==> config.mk <==
export PLATFORM = sky130hd
export DESIGN_NAME = coding_access_lockout_fsm
export DESIGN_NICKNAME = d
export VERILOG_FILES = /design/src/sv/cal_pkg.sv /design/src/sv/cal_cfg.sv /design/src/sv/cal_core.sv /design/src/sv/cal_skid.sv /design/src/sv/coding_access_lockout_fsm.sv
export VERILOG_INCLUDE_DIRS = /design/src /design/src/sv
export SDC_FILE = /design/constraint.sdc
export NUM_CORES = 1
export LEC_CHECK = 0
export BUFFER_PORTS_ARGS = -buffer_cell sky130_fd_sc_hd__clkbuf_2
export CORE_MARGIN = 2
export CORE_UTILIZATION = 59
export CTS_CLUSTER_DIAMETER = 100
export DETAILED_ROUTE_END_ITERATION = 7
export PLACE_DENSITY = 0.85
export REMOVE_ABC_BUFFERS = 1
export SYNTH_ARGS = -nofsm -noshare
export SYNTH_HDL_FRONTEND = slang
export SYNTH_SLANG_ARGS = --single-unit
==> constraint.sdc <==
create_clock -name i_clk -period 4 [get_ports i_clk]
set_clock_uncertainty 0.15 [all_clocks]
set_input_delay 0 -clock i_clk [delete_from_list [all_inputs] [get_ports i_clk]]
set_output_delay 0 -clock i_clk [all_outputs]
set_load 0.02 [all_outputs]
==> src/sv/coding_access_lockout_fsm_macros.svh <==
// Assertion macros for the coding access lockout RTL.
`ifndef CODING_ACCESS_LOCKOUT_FSM_MACROS_SVH
`define CODING_ACCESS_LOCKOUT_FSM_MACROS_SVH

// Next-cycle implication, checked outside reset.
`define CAL_ASSERT_NEXT(label, clk, rst_n, ante, cons, msg) \
    label: assert property (@(posedge clk) disable iff (!rst_n) (ante) |=> (cons)) \
        else $error(msg);

// Same-cycle implication, checked outside reset.
`define CAL_ASSERT_NOW(label, clk, rst_n, ante, cons, msg) \
    label: assert property (@(posedge clk) disable iff (!rst_n) (ante) |-> (cons)) \
        else $error(msg);

`endif

==> src/sv/cal_pkg.sv <==
// Types and constants shared by the coding access lockout block.
`timescale 1ns / 1ps

package cal_pkg;

    localparam logic [14:0] LOCKOUT_CAP    = 15'd30000;
    localparam logic [7:0]  VALUE_WILDCARD = 8'hFF;

    localparam int CFG_INDEX_W = 3;
    localparam int CFG_DATA_W  = 16;

    localparam logic [CFG_INDEX_W-1:0] REG_LOCKOUT_TICKS  = 3'd0;
    localparam logic [CFG_INDEX_W-1:0] REG_INHIBIT_FIRST  = 3'd1;
    localparam logic [CFG_INDEX_W-1:0] REG_EXPECTED_INDEX = 3'd2;
    localparam logic [CFG_INDEX_W-1:0] REG_VALUE_MIN      = 3'd3;
    localparam logic [CFG_INDEX_W-1:0] REG_VALUE_MAX      = 3'd4;

    typedef enum logic [2:0] {
        ACC_NONE    = 3'd0,
        ACC_REQ_OK  = 3'd1,
        ACC_REMOTE  = 3'd2,
        ACC_REFUSED = 3'd3,
        ACC_PROGRAM = 3'd4
    } t_access;

    typedef struct packed {
        logic [14:0] lockout_load;
        logic        inhibit_first;
        logic [7:0]  expected_index;
        logic [7:0]  value_min;
        logic [7:0]  value_max;
    } t_cfg;

    // declared high field first so the last field lands in the low bits
    typedef struct packed {
        logic       write_checked;
        logic       service_mode;
        logic       main_wakeup;
        logic [7:0] record_value;
        logic [7:0] record_index;
        logic [2:0] access_status;
    } t_in_item;

    typedef struct packed {
        logic        save_lockout;
        logic        save_record;
        logic        coding_done;
        logic [7:0]  stored_value;
        logic [7:0]  stored_index;
        logic [14:0] ticks_left;
        logic        lockout_flag;
        logic        record_valid;
        logic [2:0]  status;
    } t_result;

    localparam int IN_BITS    = $bits(t_in_item);
    localparam int OUT_BITS   = $bits(t_result);
    localparam int IN_DATA_W  = ((IN_BITS + 7) / 8) * 8;
    localparam int OUT_DATA_W = ((OUT_BITS + 7) / 8) * 8;

endpackage

==> src/sv/cal_cfg.sv <==
// Configuration register file; the lockout length is clamped when written.
`timescale 1ns / 1ps

module cal_cfg
    import cal_pkg::*;
(
    input  logic                   i_clk,
    input  logic                   i_rst_n,
    input  logic                   i_cfg_wr_en,
    input  logic [CFG_INDEX_W-1:0] i_cfg_index,
    input  logic [CFG_DATA_W-1:0]  i_cfg_data,
    output t_cfg                   o_cfg
);

    t_cfg r_cfg;

    always_ff @(posedge i_clk) begin
        if (!i_rst_n) begin
            r_cfg.lockout_load   <= '0;
            r_cfg.inhibit_first  <= 1'b0;
            r_cfg.expected_index <= '0;
            r_cfg.value_min      <= '0;
            r_cfg.value_max      <= 8'hFF;
        end else if (i_cfg_wr_en) begin
            case (i_cfg_index)
                REG_LOCKOUT_TICKS: begin
                    if (i_cfg_data < {1'b0, LOCKOUT_CAP}) begin
                        r_cfg.lockout_load <= i_cfg_data[14:0];
                    end else begin
                        r_cfg.lockout_load <= LOCKOUT_CAP;
                    end
                end
                REG_INHIBIT_FIRST:  r_cfg.inhibit_first  <= i_cfg_data[0];
                REG_EXPECTED_INDEX: r_cfg.expected_index <= i_cfg_data[7:0];
                REG_VALUE_MIN:      r_cfg.value_min      <= i_cfg_data[7:0];
                REG_VALUE_MAX:      r_cfg.value_max      <= i_cfg_data[7:0];
                default: ;
            endcase
        end
    end

    assign o_cfg = r_cfg;

endmodule

==> src/sv/cal_core.sv <==
// Record check, access state machine, lockout countdown and latched record.
`timescale 1ns / 1ps

module cal_core
    import cal_pkg::*;
(
    input  logic     i_clk,
    input  logic     i_rst_n,
    input  logic     i_beat,
    input  logic     i_restore,
    input  t_in_item i_item,
    input  t_cfg     i_cfg,
    output t_result  o_result
);

    typedef enum logic [2:0] {
        ST_IDLE        = 3'd0,
        ST_LOCKOUT     = 3'd1,
        ST_NEED_ACCESS = 3'd2,
        ST_SEED        = 3'd3,
        ST_WAIT        = 3'd4,
        ST_DATA_BAD    = 3'd5,
        ST_WRITE       = 3'd6
    } t_state;

    t_state      r_state,       n_state;
    logic        r_lock_active, n_lock_active;
    logic [14:0] r_lock_cnt,    n_lock_cnt;
    logic        r_done,        n_done;
    logic [7:0]  r_lat_index,   n_lat_index;
    logic [7:0]  r_lat_value,   n_lat_value;
    logic        n_save_rec, n_save_lock;
    logic        w_valid;
    logic        w_in_range;
    logic [2:0]  w_acc;

    assign w_acc      = i_item.access_status;
    assign w_in_range = (i_item.record_value >= i_cfg.value_min) &&
                        (i_item.record_value <= i_cfg.value_max);
    assign w_valid    = (i_item.record_index == i_cfg.expected_index) &&
                        (w_in_range || (i_item.record_value == VALUE_WILDCARD));

    always_comb begin
        n_state       = r_state;
        n_lock_active = r_lock_active;
        n_lock_cnt    = r_lock_cnt;
        n_done        = r_done;
        n_lat_index   = r_lat_index;
        n_lat_value   = r_lat_value;
        n_save_rec    = 1'b0;
        n_save_lock   = 1'b0;
        if (i_restore) begin
            n_lat_index = '0;
            n_lat_value = 8'hFF;
            n_done      = 1'b0;
        end else begin
            case (r_state)
                ST_IDLE: begin
                    if (r_lock_active) begin
                        n_lock_active = 1'b1;
                        n_save_lock   = 1'b1;
                        n_state       = ST_LOCKOUT;
                        n_lock_cnt    = i_cfg.lockout_load;
                    end else if (!r_done && !i_cfg.inhibit_first) begin
                        n_state = ST_WAIT;
                    end else begin
                        n_state = ST_NEED_ACCESS;
                    end
                end
                ST_NEED_ACCESS: begin
                    if (w_acc == ACC_REQ_OK) begin
                        n_state = ST_SEED;
                    end else if (w_acc == ACC_REMOTE) begin
                        n_state = ST_WAIT;
                    end
                end
                ST_LOCKOUT: begin
                    if (r_lock_cnt == '0) begin
                        n_lock_active = 1'b0;
                        n_state       = ST_IDLE;
                    end else begin
                        n_lock_cnt = r_lock_cnt - 15'd1;
                    end
                end
                ST_SEED: begin
                    if ((r_lock_active && w_acc != ACC_REMOTE) || w_acc == ACC_REFUSED) begin
                        n_lock_active = 1'b1;
                        n_save_lock   = 1'b1;
                        n_state       = ST_LOCKOUT;
                        n_lock_cnt    = i_cfg.lockout_load;
                    end else if (w_acc == ACC_REMOTE) begin
                        n_state = ST_WAIT;
                    end
                end
                ST_WAIT: begin
                    if (w_acc == ACC_PROGRAM) begin
                        n_state = w_valid ? ST_WRITE : ST_DATA_BAD;
                    end else if (!i_item.main_wakeup || !i_item.service_mode ||
                                 (w_acc != ACC_REMOTE && (r_done || i_cfg.inhibit_first))) begin
                        n_state = ST_IDLE;
                    end
                end
                ST_DATA_BAD, ST_WRITE: begin
                    if (i_item.write_checked) begin
                        n_state = ST_IDLE;
                    end
                end
                default: n_state = ST_IDLE;
            endcase
            // first entry into write latches the record
            if (n_state == ST_WRITE && r_state != ST_WRITE) begin
                n_lat_index = i_item.record_index;
                n_lat_value = i_item.record_value;
                n_done      = 1'b1;
                n_save_rec  = 1'b1;
            end
        end
    end

    always_ff @(posedge i_clk) begin
        if (!i_rst_n) begin
            r_state       <= ST_IDLE;
            r_lock_active <= 1'b0;
            r_lock_cnt    <= '0;
            r_done        <= 1'b0;
            r_lat_index   <= '0;
            r_lat_value   <= 8'hFF;
        end else if (i_beat) begin
            r_state       <= n_state;
            r_lock_active <= n_lock_active;
            r_lock_cnt    <= n_lock_cnt;
            r_done        <= n_done;
            r_lat_index   <= n_lat_index;
            r_lat_value   <= n_lat_value;
        end
    end

    always_comb begin
        o_result.status       = n_state;
        o_result.record_valid = w_valid;
        o_result.lockout_flag = n_lock_active;
        o_result.ticks_left   = n_lock_cnt;
        o_result.stored_index = n_lat_index;
        o_result.stored_value = n_lat_value;
        o_result.coding_done  = n_done;
        o_result.save_record  = n_save_rec;
        o_result.save_lockout = n_save_lock;
    end

`include "coding_access_lockout_fsm_macros.svh"

    `CAL_ASSERT_NOW(a_lockout_flag, i_clk, i_rst_n, r_state == ST_LOCKOUT, r_lock_active, "lockout state without lockout flag")
    `CAL_ASSERT_NOW(a_count_cap, i_clk, i_rst_n, 1'b1, r_lock_cnt <= LOCKOUT_CAP, "lockout count above cap")
    `CAL_ASSERT_NEXT(a_save_rec, i_clk, i_rst_n, i_beat && n_save_rec, r_state == ST_WRITE && r_done, "record saved outside write")
    `CAL_ASSERT_NEXT(a_countdown, i_clk, i_rst_n, i_beat && !i_restore && r_state == ST_LOCKOUT && r_lock_cnt != '0, r_lock_cnt == $past(r_lock_cnt) - 15'd1, "lockout count did not step down")

endmodule

==> src/sv/cal_skid.sv <==
// Two-entry output buffer: result register plus skid register.
`timescale 1ns / 1ps

module cal_skid
    import cal_pkg::*;
(
    input  logic    i_clk,
    input  logic    i_rst_n,
    input  logic    i_valid,
    output logic    o_ready,
    input  t_result i_data,
    output logic    o_valid,
    input  logic    i_ready,
    output t_result o_data
);

    logic    r_main_valid;
    logic    r_skid_valid;
    t_result r_main;
    t_result r_skid;

    assign o_ready = !r_skid_valid;
    assign o_valid = r_main_valid;
    assign o_data  = r_main;

    always_ff @(posedge i_clk) begin
        if (!i_rst_n) begin
            r_main_valid <= 1'b0;
            r_skid_valid <= 1'b0;
        end else if (!r_main_valid || i_ready) begin
            if (r_skid_valid) begin
                r_main       <= r_skid;
                r_main_valid <= 1'b1;
                r_skid_valid <= 1'b0;
            end else begin
                r_main       <= i_data;
                r_main_valid <= i_valid;
            end
        end else if (i_valid && !r_skid_valid) begin
            r_skid       <= i_data;
            r_skid_valid <= 1'b1;
        end
    end

endmodule

==> src/sv/coding_access_lockout_fsm.sv <==
// Coding access gate with anti-scanning lockout: top level.
//
// Input stream: one beat per periodic tick. tuser carries the command
// (0 step, 1 restore defaults); tdata carries the access status, the
// two-byte record and the wakeup, service and write-checked flags.
// Output stream: one result beat per input beat, in order, with the state,
// record check, lockout flag and count, latched record, done flag and the
// two save strobes.
// Config port: registers written by index; the user writes only while idle
// (not enforced by the block); the lockout length is clamped to 30000 on write.
// Results are registered: result register, or skid register during a stall.
// Throughput: one beat per cycle while tready is high; the state update is
// combinational logic between the state registers and the output register.
// Reset: state idle, lockout cleared, latched value 255, output empty.
// Stall: a result register and a skid register absorb one extra beat;
// input tready drops only while both are full.
`timescale 1ns / 1ps

module coding_access_lockout_fsm
    import cal_pkg::*;
(
    input  logic                   i_clk,
    input  logic                   i_rst_n,
    input  logic                   i_cfg_wr_en,
    input  logic [CFG_INDEX_W-1:0] i_cfg_index,
    input  logic [CFG_DATA_W-1:0]  i_cfg_data,
    input  logic                   i_s_axis_tvalid,
    output logic                   o_s_axis_tready,
    // access_status[2:0], record_index[10:3], record_value[18:11],
    // main_wakeup[19], service_mode[20], write_checked[21]
    input  logic [IN_DATA_W-1:0]   i_s_axis_tdata,
    // command[0]
    input  logic                   i_s_axis_tuser,
    output logic                   o_m_axis_tvalid,
    input  logic                   i_m_axis_tready,
    // status[2:0], record_valid[3], lockout_flag[4], ticks_left[19:5],
    // stored_index[27:20], stored_value[35:28], coding_done[36],
    // save_record[37], save_lockout[38]
    output logic [OUT_DATA_W-1:0]  o_m_axis_tdata
);

    t_cfg     w_cfg;
    t_in_item w_item;
    t_result  w_result;
    t_result  w_out;
    logic     w_beat;

    assign w_item = t_in_item'(i_s_axis_tdata[IN_BITS-1:0]);
    assign w_beat = i_s_axis_tvalid && o_s_axis_tready;

    cal_cfg u_cfg (
        .i_clk       (i_clk),
        .i_rst_n     (i_rst_n),
        .i_cfg_wr_en (i_cfg_wr_en),
        .i_cfg_index (i_cfg_index),
        .i_cfg_data  (i_cfg_data),
        .o_cfg       (w_cfg)
    );

    cal_core u_core (
        .i_clk     (i_clk),
        .i_rst_n   (i_rst_n),
        .i_beat    (w_beat),
        .i_restore (i_s_axis_tuser),
        .i_item    (w_item),
        .i_cfg     (w_cfg),
        .o_result  (w_result)
    );

    cal_skid u_skid (
        .i_clk   (i_clk),
        .i_rst_n (i_rst_n),
        .i_valid (i_s_axis_tvalid),
        .o_ready (o_s_axis_tready),
        .i_data  (w_result),
        .o_valid (o_m_axis_tvalid),
        .i_ready (i_m_axis_tready),
        .o_data  (w_out)
    );

    assign o_m_axis_tdata = {{(OUT_DATA_W - OUT_BITS){1'b0}}, w_out};

endmodule
==> flow_results.org, run 1 <==
** Floorplanning
- Number of core rows :: 42
- In this run the standard cell core region covers 13200 sq um.
- DIE WIDTH :: 120 microns
- Pin placement for this block handled 91 I/O pins.
- The die is between 100 and 150 microns tall.
- Once the floorplan was initialized, standard cells occupied 60.0% of the core.
- Die footprint :: about 14000 sq um

** Cells and area
- Antenna cells :: 0
- In the final layout, flip-flops and latches occupy 3900 sq um.
- Number of fill cells in the layout :: 942
- Layout-stage area growth over the synthesis result :: 21.5%
- Final Non-Filler Cells :: 1145
- Cells with a size suffix above 1 make up between 10% and 20% of the layout.
- For this run, the post-layout net count is 1022.
- Area of the multi-input gates :: 3630 sq um
- Cells fill 72.9% of the core in the end.

** Global routing
- Total gr overflow :: 0
- First-pass GRT wire length :: 35300 microns
- The via count of the first global-routing pass came to ~7000.
- Entering global routing, the biggest net connects 53 pins.
- Total global-route track usage :: between 30 and 40%
- Initial antenna violation count :: 0

** Yosys
- Prevailing post-synth register cell :: sky130_fd_sc_hd__edfxtp_1
- The Yosys step of the flow raised 0 warnings.
- After synthesis, flip-flops and latches occupy just under 50% of the total area.
- Share of Yosys cell area claimed by the top area cell type :: 29.6%
- Top area cells in the synthesized netlist :: sky130_fd_sc_hd__edfxtp_1 30%, sky130_fd_sc_hd__dfxtp_1 20%, sky130_fd_sc_hd__nand2_1 4.2%, sky130_fd_sc_hd__a21oi_1 3.7%, sky130_fd_sc_hd__nor2_1 3.4%
- Synthesis inferred 156 register bits.
- After synthesis, the share of flip-flops with an asynchronous set or reset is 0%.
- Yosys mapped a number of flops with a built-in enable equal to 78.
- Number of library cell types mapped by synthesis :: 82
- A synthesized cell averages 9.39 sq um.
- Number of standard cells after synthesis :: 843
- Post-Synthesis Cell Area :: 7920 sq um
- sky130_fd_sc_hd__edfxtp_1 takes more of the synthesized area than any other cell.

** Placement
- After detailed placement, the design holds a cell count of between 1000 and 1500.
- During placement, the flow inserted port buffers numbering slightly below 90.
- After legalization and detailed placement, the total HPWL measured 13800 microns.
- At the end of routability-driven placement, the weighted congestion stood at 0.986.

** STA
- Hold Violations, Final :: 0
- Setup violations remaining at the end of the flow were counted as 0.
- Final critical path time including I/O delays and setup :: ~3100 ps
- Adding up every negative setup slack in the final design gives 0 ps.
- Setup repair after global routing left no endpoint under its margin.
- Final count of pins violating max slew :: 0
- At the pin with the least slew margin, the transition time is 1140 ps.
- Fmax :: 318 MHz
- The worst path uses 78.6% of the clock period.
- Worst max-slew margin expressed relative to the limit :: 23.4%

** Detailed routing
- Vias per std cell :: around 6.5
- For this run, design rule violations remaining after detail routing come to 0.
- For this block, the via count after detailed routing is about 7400.
- The first detailed-routing pass ran for 7 iterations.
- After detailed routing, the total wire length is 21700 microns.
- Antenna Nets Post-Route :: 0
- Drt wl/cell :: ~19 microns
- For this block, the initial DRC count from the detailed router was between 1000 and 1500.

** Critical path
- Tracing the worst setup path back leads to its startpoint at u_core.r_state[2]$_SDFFE_PN0P_.
- Data arrival, critical path :: 3170 ps
- The worst setup path is captured at a flop.
- CP Data Required Time :: around 4000 ps
- Reg-to-Reg Start :: u_core.r_state[2]$_SDFFE_PN0P_
- The worst setup path is launched from a flop.
- The critical path is of the reg2reg type.
- Along the worst path, the maximum fanout reaches 25.

** Clock tree
- The cell sitting at the root of the clock tree is a sky130_fd_sc_hd__clkbuf_16.
- TritonCTS Buffers :: 17
- Sinks on the clock net :: 156
- The clock passes through at most 2 buffers.
- Clk_lat worst skew :: 440 ps
- The H-tree was split into 4 levels.
- Clock tree from TritonCTS :: built
- Clock-pin slew was measured on the worst setup and hold paths at approximately 60 ps.

** Run status
- The run finished with clean final reports.

** Power and ir drop
- Dividing total power by cell area gives a power density of 411 nW/um^2.
- For this design the static power due to leakage is 3.72 nW.
- Across the VDD grid, the largest voltage drop is 0.252 mV.

** Hold path
- In this run the most critical hold path is launched from i_s_axis_tuser.
- The path class of the tightest hold or removal check is in2reg.

** Run
- Max-cap violations in this run came to 0.
## state kept, by name, indices dropped and copies added, names as in the netlist, 3 cells and up
signal,cells
u_skid.r_skid,39
u_skid.o_data,39
u_cfg.o_cfg,40
u_core.r_state,3
u_core.r_lat_value,8
u_core.r_lat_index,8
u_core.r_lock_cnt,15
## cell type report
class                      instances  area share [%]
sequential                       156            40.6
multi-input combinational        583            37.8
timing repair buffer             156            11.2
clock buffer                      29            6.09
tap                              176            2.29
inverter                          42            1.64
clock inverter                     3           0.416
## layer usage
metal  GRT usage [%]  share of wire [%]  vias up
li1                -                  -     3396
met1            41.9                 41     3446
met2            48.4                 46      504
met3            7.32                 10       60
met4            13.5                2.8        0
met5               0                  0        -
## cells in the mapped netlist (4+ instances only)
cell / count
sky130_fd_sc_hd__buf_1: 4
sky130_fd_sc_hd__mux2_2: 11
sky130_fd_sc_hd__nor2b_1: 6
sky130_fd_sc_hd__nand3_1: 42
sky130_fd_sc_hd__o31ai_1: 8
sky130_fd_sc_hd__clkbuf_1: 50
sky130_fd_sc_hd__nor3_1: 16
sky130_fd_sc_hd__o211ai_1: 12
sky130_fd_sc_hd__buf_2: 5
sky130_fd_sc_hd__a21oi_1: 58
sky130_fd_sc_hd__o311ai_0: 7
sky130_fd_sc_hd__edfxtp_1: 78
sky130_fd_sc_hd__a31o_2: 8
sky130_fd_sc_hd__nand2_1: 88
sky130_fd_sc_hd__inv_1: 41
sky130_fd_sc_hd__and3_1: 15
sky130_fd_sc_hd__dfxtp_1: 78
sky130_fd_sc_hd__nand4_1: 15
sky130_fd_sc_hd__ha_1: 17
sky130_fd_sc_hd__nor2_1: 71
sky130_fd_sc_hd__xnor2_1: 8
sky130_fd_sc_hd__a21o_1: 4
sky130_fd_sc_hd__a41o_1: 8
sky130_fd_sc_hd__o21ai_0: 46
sky130_fd_sc_hd__a32oi_1: 14
sky130_fd_sc_hd__o2bb2ai_1: 5
sky130_fd_sc_hd__o22ai_1: 4
sky130_fd_sc_hd__o21ba_2: 4
sky130_fd_sc_hd__a22oi_1: 11
sky130_fd_sc_hd__nor4_1: 9
sky130_fd_sc_hd__a31oi_1: 16
sky130_fd_sc_hd__a32o_1: 12
sky130_fd_sc_hd__a221oi_1: 4
## through the flow
stage / setup WS, ps / cell area (sq um) / hold slack [ps] / power, mW
after floorplan: 394 / 7670 / -78.2 / 2.06
after global placement: 1070 / 8490 / 87.9 / 2.23
after detailed placement: 1040 / 8490 / 98.4 / 2.24
after CTS: 981 / 9620 / 20.4 / 3.94
after global routing: 675 / 9620 / 60.8 / 4.07
final: 857 / 9620 / 36.0 / 3.96
## placed cells by master, fill, tap and decap left out, drive strengths merged, types with 4 or more instances in the layout
master	synthesis	layout
clkbuf	52	116
nand2	88	88
dfxtp	78	78
edfxtp	78	78
nor2	71	71
a21oi	59	59
dlygate4sd3	0	51
o21ai	49	49
nand3	42	42
inv	41	41
buf	10	18
ha	17	17
nor3	17	17
a31oi	16	16
and3	15	15
nand4	15	15
a32oi	14	14
o211ai	12	12
a32o	12	12
mux2	12	12
a22oi	11	11
nor4	10	10
a41o	8	8
a31o	8	8
xnor2	8	8
o31ai	8	8
o311ai	7	7
nor2b	6	6
o2bb2ai	5	5
o21ba	4	4
a21o	4	4
o22ai	4	4
a221oi	4	4
and2	4	4
or4	4	4
a211oi	4	4
## kinds of logic after synthesis
logic type                 after synthesis  synth area share [%]
AOI/OAI and AO/OA                      255                  22.6
xor gates and xnor gates                 8                 0.885
adders and majority gates               17                  2.69
buffers and inverters                  104                  5.09
DFF                                    156                  49.3
muxes                                   15                  2.13
other                                    1                0.0474
and+or+nand+nor                        287                  17.3
## repair_timing
action | 4_1_cts | 5_1_grt
setup buffers | 0 | 0
hold endpoints to repair | 102 | 0
hold buffers | 51 | 0
resized for setup | 0 | 0
## critical path: stages (launching register included)
cell,delay [ps]
sky130_fd_sc_hd__dfxtp_1,600
sky130_fd_sc_hd__inv_1,330
sky130_fd_sc_hd__nor4b_1,660
sky130_fd_sc_hd__a21boi_1,240
sky130_fd_sc_hd__buf_4,320
sky130_fd_sc_hd__nand2_1,210
sky130_fd_sc_hd__a221o_1,370
## power breakdown
part / switching, mW / internal, mW / leakage (nW)
logic: 0.324 / 0.179 / 2.04
clock network: 0.636 / 1.05 / 0.312
registers: 0.0346 / 1.73 / 1.37
total: 0.995 / 2.96 / 3.72
## final timing paths
check	end	slack, ps	cells past startpoint
worst min-delay path	u_skid.r_skid[37]$_DFFE_PP_	40	3
worst min register to register	u_cfg.o_cfg[9]$_SDFFE_PN0P_	310	2
worst max-delay path	u_skid.o_data[27]$_DFFE_PP_	860	6
worst max register to register	u_skid.o_data[27]$_DFFE_PP_	860	6
Note: power is estimated with default switching activity, not from simulation.
==> run 2, diff against run 1 <==
- clock period: 4 -> 3.25 ns (I/O delays scaled with it)
==> run 2 against run 1 <==
Design area is 0.40% lower; largest cell class unchanged; maximum frequency is 4.8% higher; die area stayed put; global-route usage increased by 0.072 points; critical endpoint is now u_skid.o_data[24]$_DFFE_PP_; clock power is 9% higher; core utilization fell by 0.29 points; hold slack got worse by 18 ps; critical path type unchanged; critical path depth increased by 2; total power increased by 17%; non-clock buffer count grew 6; cell count grew 0.52%; sequential share of layout area increased by 0.16 points; highest routed layer unchanged.
==> flow_results.org, run 2 (synthesis results as in run 1) <==
** STA
- The count of endpoints failing hold in the final timing report came to 0.
- Final count of pins violating max slew :: 0
- Number of setup violations in the final report :: 0
- Subtracting the final worst setup slack from the clock period gives 3000 ps.
- Final WS setup :: 251 ps
- Worst max-slew margin expressed relative to the limit :: 24.4%
- Setup repair after global routing left no endpoint under its margin.
- In the finished design, the share of the clock period the worst path needs comes to between 90% and 100%.
- For the pin with the worst max-slew slack, the measured transition is about 1100 ps.
- Setup Total Neg Slack :: 0 ps
- Fmax :: roughly 330 MHz

** Cells and area
- Final Non-Filler Cells :: ~1200
- Fraction of final layout cells sized beyond drive strength 1 :: 19.1%
- Antenna cells :: 0
- Relative to the synthesized area, the layout overhead comes to 21.0%.
- The register with the most flip-flops in the layout has 40 of them.
- In the layout the commonest cells are 88 x sky130_fd_sc_hd__nand2_1, 87 x sky130_fd_sc_hd__clkbuf_2, 78 x sky130_fd_sc_hd__dfxtp_1, 78 x sky130_fd_sc_hd__edfxtp_1, 69 x sky130_fd_sc_hd__nor2_1.
- Cell area after layout :: 9580 sq um
- Number of nets in the layout :: 1028
- Most frequent standard cell in the layout excluding fill and tap cells :: sky130_fd_sc_hd__nand2_1

** Detailed routing
- Via count :: ~7400
- Vias per std cell :: 6.41
- In this run the remaining antenna-violating nets after routing total 0.
- After the first detailed-routing iteration, the DRC count stood at 953.
- Dividing the detail-routed wire length by the instance count gives around 19 microns.
- Initial DRT Pass Iterations :: 6
- Post-Route WL :: 22000 microns
- Drt drc :: 0

** Global routing
- The first global-routing pass estimated ~35000 microns of wire.
- Initial antenna violation count :: 0
- Total gr overflow :: 0
- In the global route stage, overall resource usage came out at 31.2%.
- Entering global routing, the biggest net connects 53 pins.
- Number of global-route vias before repair :: 6813

** Power and ir drop
- Of the total power, the share spent switching nets is 26.6%.
- Internal power consumption :: between 3 and 4 mW
- For this design the total switching power over the nets is between 1 and 1.5 mW.
- IR analysis of the VDD net gives a maximum drop of 0.308 mV.
- The clock network is responsible for approximately two fifths of the overall power.
- In this run the static leakage power is between 3 and 4 nW.
- Seq pwr share :: 46.6%
- Total power density per cell area :: 485 nW/um^2
- Logic gate share of total power :: roughly 14%
- Overall power consumption after layout is estimated at 4.64 mW.

** Clock tree
- The clock passes through at most 2 buffers.
- Clock-pin slew on the worst setup and hold paths :: 60 ps
- Clock tree synthesis inserted a total of 17 buffers.
- The tree is rooted in a sky130_fd_sc_hd__clkbuf_16.
- Counting every sink on the clock net gives 156.
- Clock latency on the worst-skew pair, taken at its later pin, is 430 ps.
- Depth of the CTS H-tree :: 4
- Buffers added to address setup during post-CTS repair amount to 0.
- TritonCTS built the clock tree.

** Floorplanning
- Number of core rows :: 42
- Initial core utilization :: about three fifths
- Number of primary I/O pins :: 91
- Total core area :: 13200 sq um
- The die covers 14400 sq um.
- Measured along the y axis, the die boundary spans ~120 microns.
- DIE WIDTH :: between 100 and 150 microns

** Critical path
- Maximum net fanout on the critical path :: 20
- By startpoint and endpoint, the worst setup path is classified as reg2reg.
- Data arrival, critical path :: 3050 ps
- Endpoint kind of the worst setup timing path :: flop
- Startpoint types :: flop
- The number of cells on the worst reg-to-reg path is 8.
- CP Data Required Time :: 3310 ps

** Hold path
- The worst hold path belongs to the class in2reg.
- Number of cells on the worst hold path :: 3

** Placement
- Post-place instance area :: ~8500 sq um
- At the end of routability-driven placement, the weighted congestion stood at between 0.9 and 1.
- Port bufs :: 87
- Detailed placement finished with a half-perimeter wire length of 13900 microns.
- Placed cells :: ~1100
- Worst slack after detailed placement :: 390 ps

** Run
- Across the run, the number of max-cap violations was 0.

** Run status
- The run finished with clean final reports.
==> run 2: repair_timing <==
action                    4_1_cts  5_1_grt
gates resized for setup         0        0
hold endpoints to repair       92        0
hold buffers                   49        0
==> run 2: layout make-up <==
| type | count | area [sq um] |
|---|---|---|
| clock buffers | 22 | 485 |
| clock inverters | 10 | 61.3 |
| fillers | 966 | 3610 |
| inverters | 42 | 158 |
| multi-input cells | 583 | 3630 |
| flip-flops and latches | 156 | 3900 |
| well taps | 176 | 220 |
| repair buffers | 162 | 1120 |
==> run 2: metal layers <==
layer | share of wire [%] | up-vias | global-route usage, %
met3 | 9.7 | 61 | 6.56
met1 | 42 | 3454 | 43.8
met2 | 45 | 457 | 47.8
met4 | 2.8 | 0 | 11.9
met5 | 0 | - | 0
li1 | - | 3408 | -
==> run 2: through the flow <==
step / hold slack (ps) / util, %
finish: 17.5 / 72.7
CTS: 0.0418 / 72.7
global placement: 86.9 / 64.8
detailed placement: 95.0 / 64.8
global route: 56.1 / 72.7
floorplan: -78.2 / -
==> run 2: power groups by stage <==
stage / sequential [mW] / combinational (mW) / clock [mW]
CTS: 2.16 / 0.611 / 1.86
finish: 2.17 / 0.627 / 1.85
detailed placement: 2.21 / 0.564 / 0
global placement: 2.20 / 0.556 / 0
floorplan: 2.24 / 0.303 / 0
global route: 2.17 / 0.674 / 1.96
==> run 2: critical path: stages, from the launching register on <==
cell                       delay, ps
sky130_fd_sc_hd__dfxtp_1         310
sky130_fd_sc_hd__inv_1            60
sky130_fd_sc_hd__ha_1            310
sky130_fd_sc_hd__a21o_1          140
sky130_fd_sc_hd__nand3_1         120
sky130_fd_sc_hd__a311oi_1        560
sky130_fd_sc_hd__a21bo_2         510
sky130_fd_sc_hd__nor2_1          200
sky130_fd_sc_hd__o311ai_0        420
==> run 2: worst paths after layout <==
kind                                 from                            to  slack (ps)
max reg2reg   u_cfg.o_cfg[5]$_SDFFE_PN1P_   u_skid.o_data[24]$_DFFE_PP_         250
min                               i_rst_n   u_cfg.o_cfg[0]$_SDFFE_PN1P_          20
min reg2reg  u_cfg.o_cfg[10]$_SDFFE_PN0P_  u_cfg.o_cfg[10]$_SDFFE_PN0P_         300
max           u_cfg.o_cfg[5]$_SDFFE_PN1P_   u_skid.o_data[24]$_DFFE_PP_         250
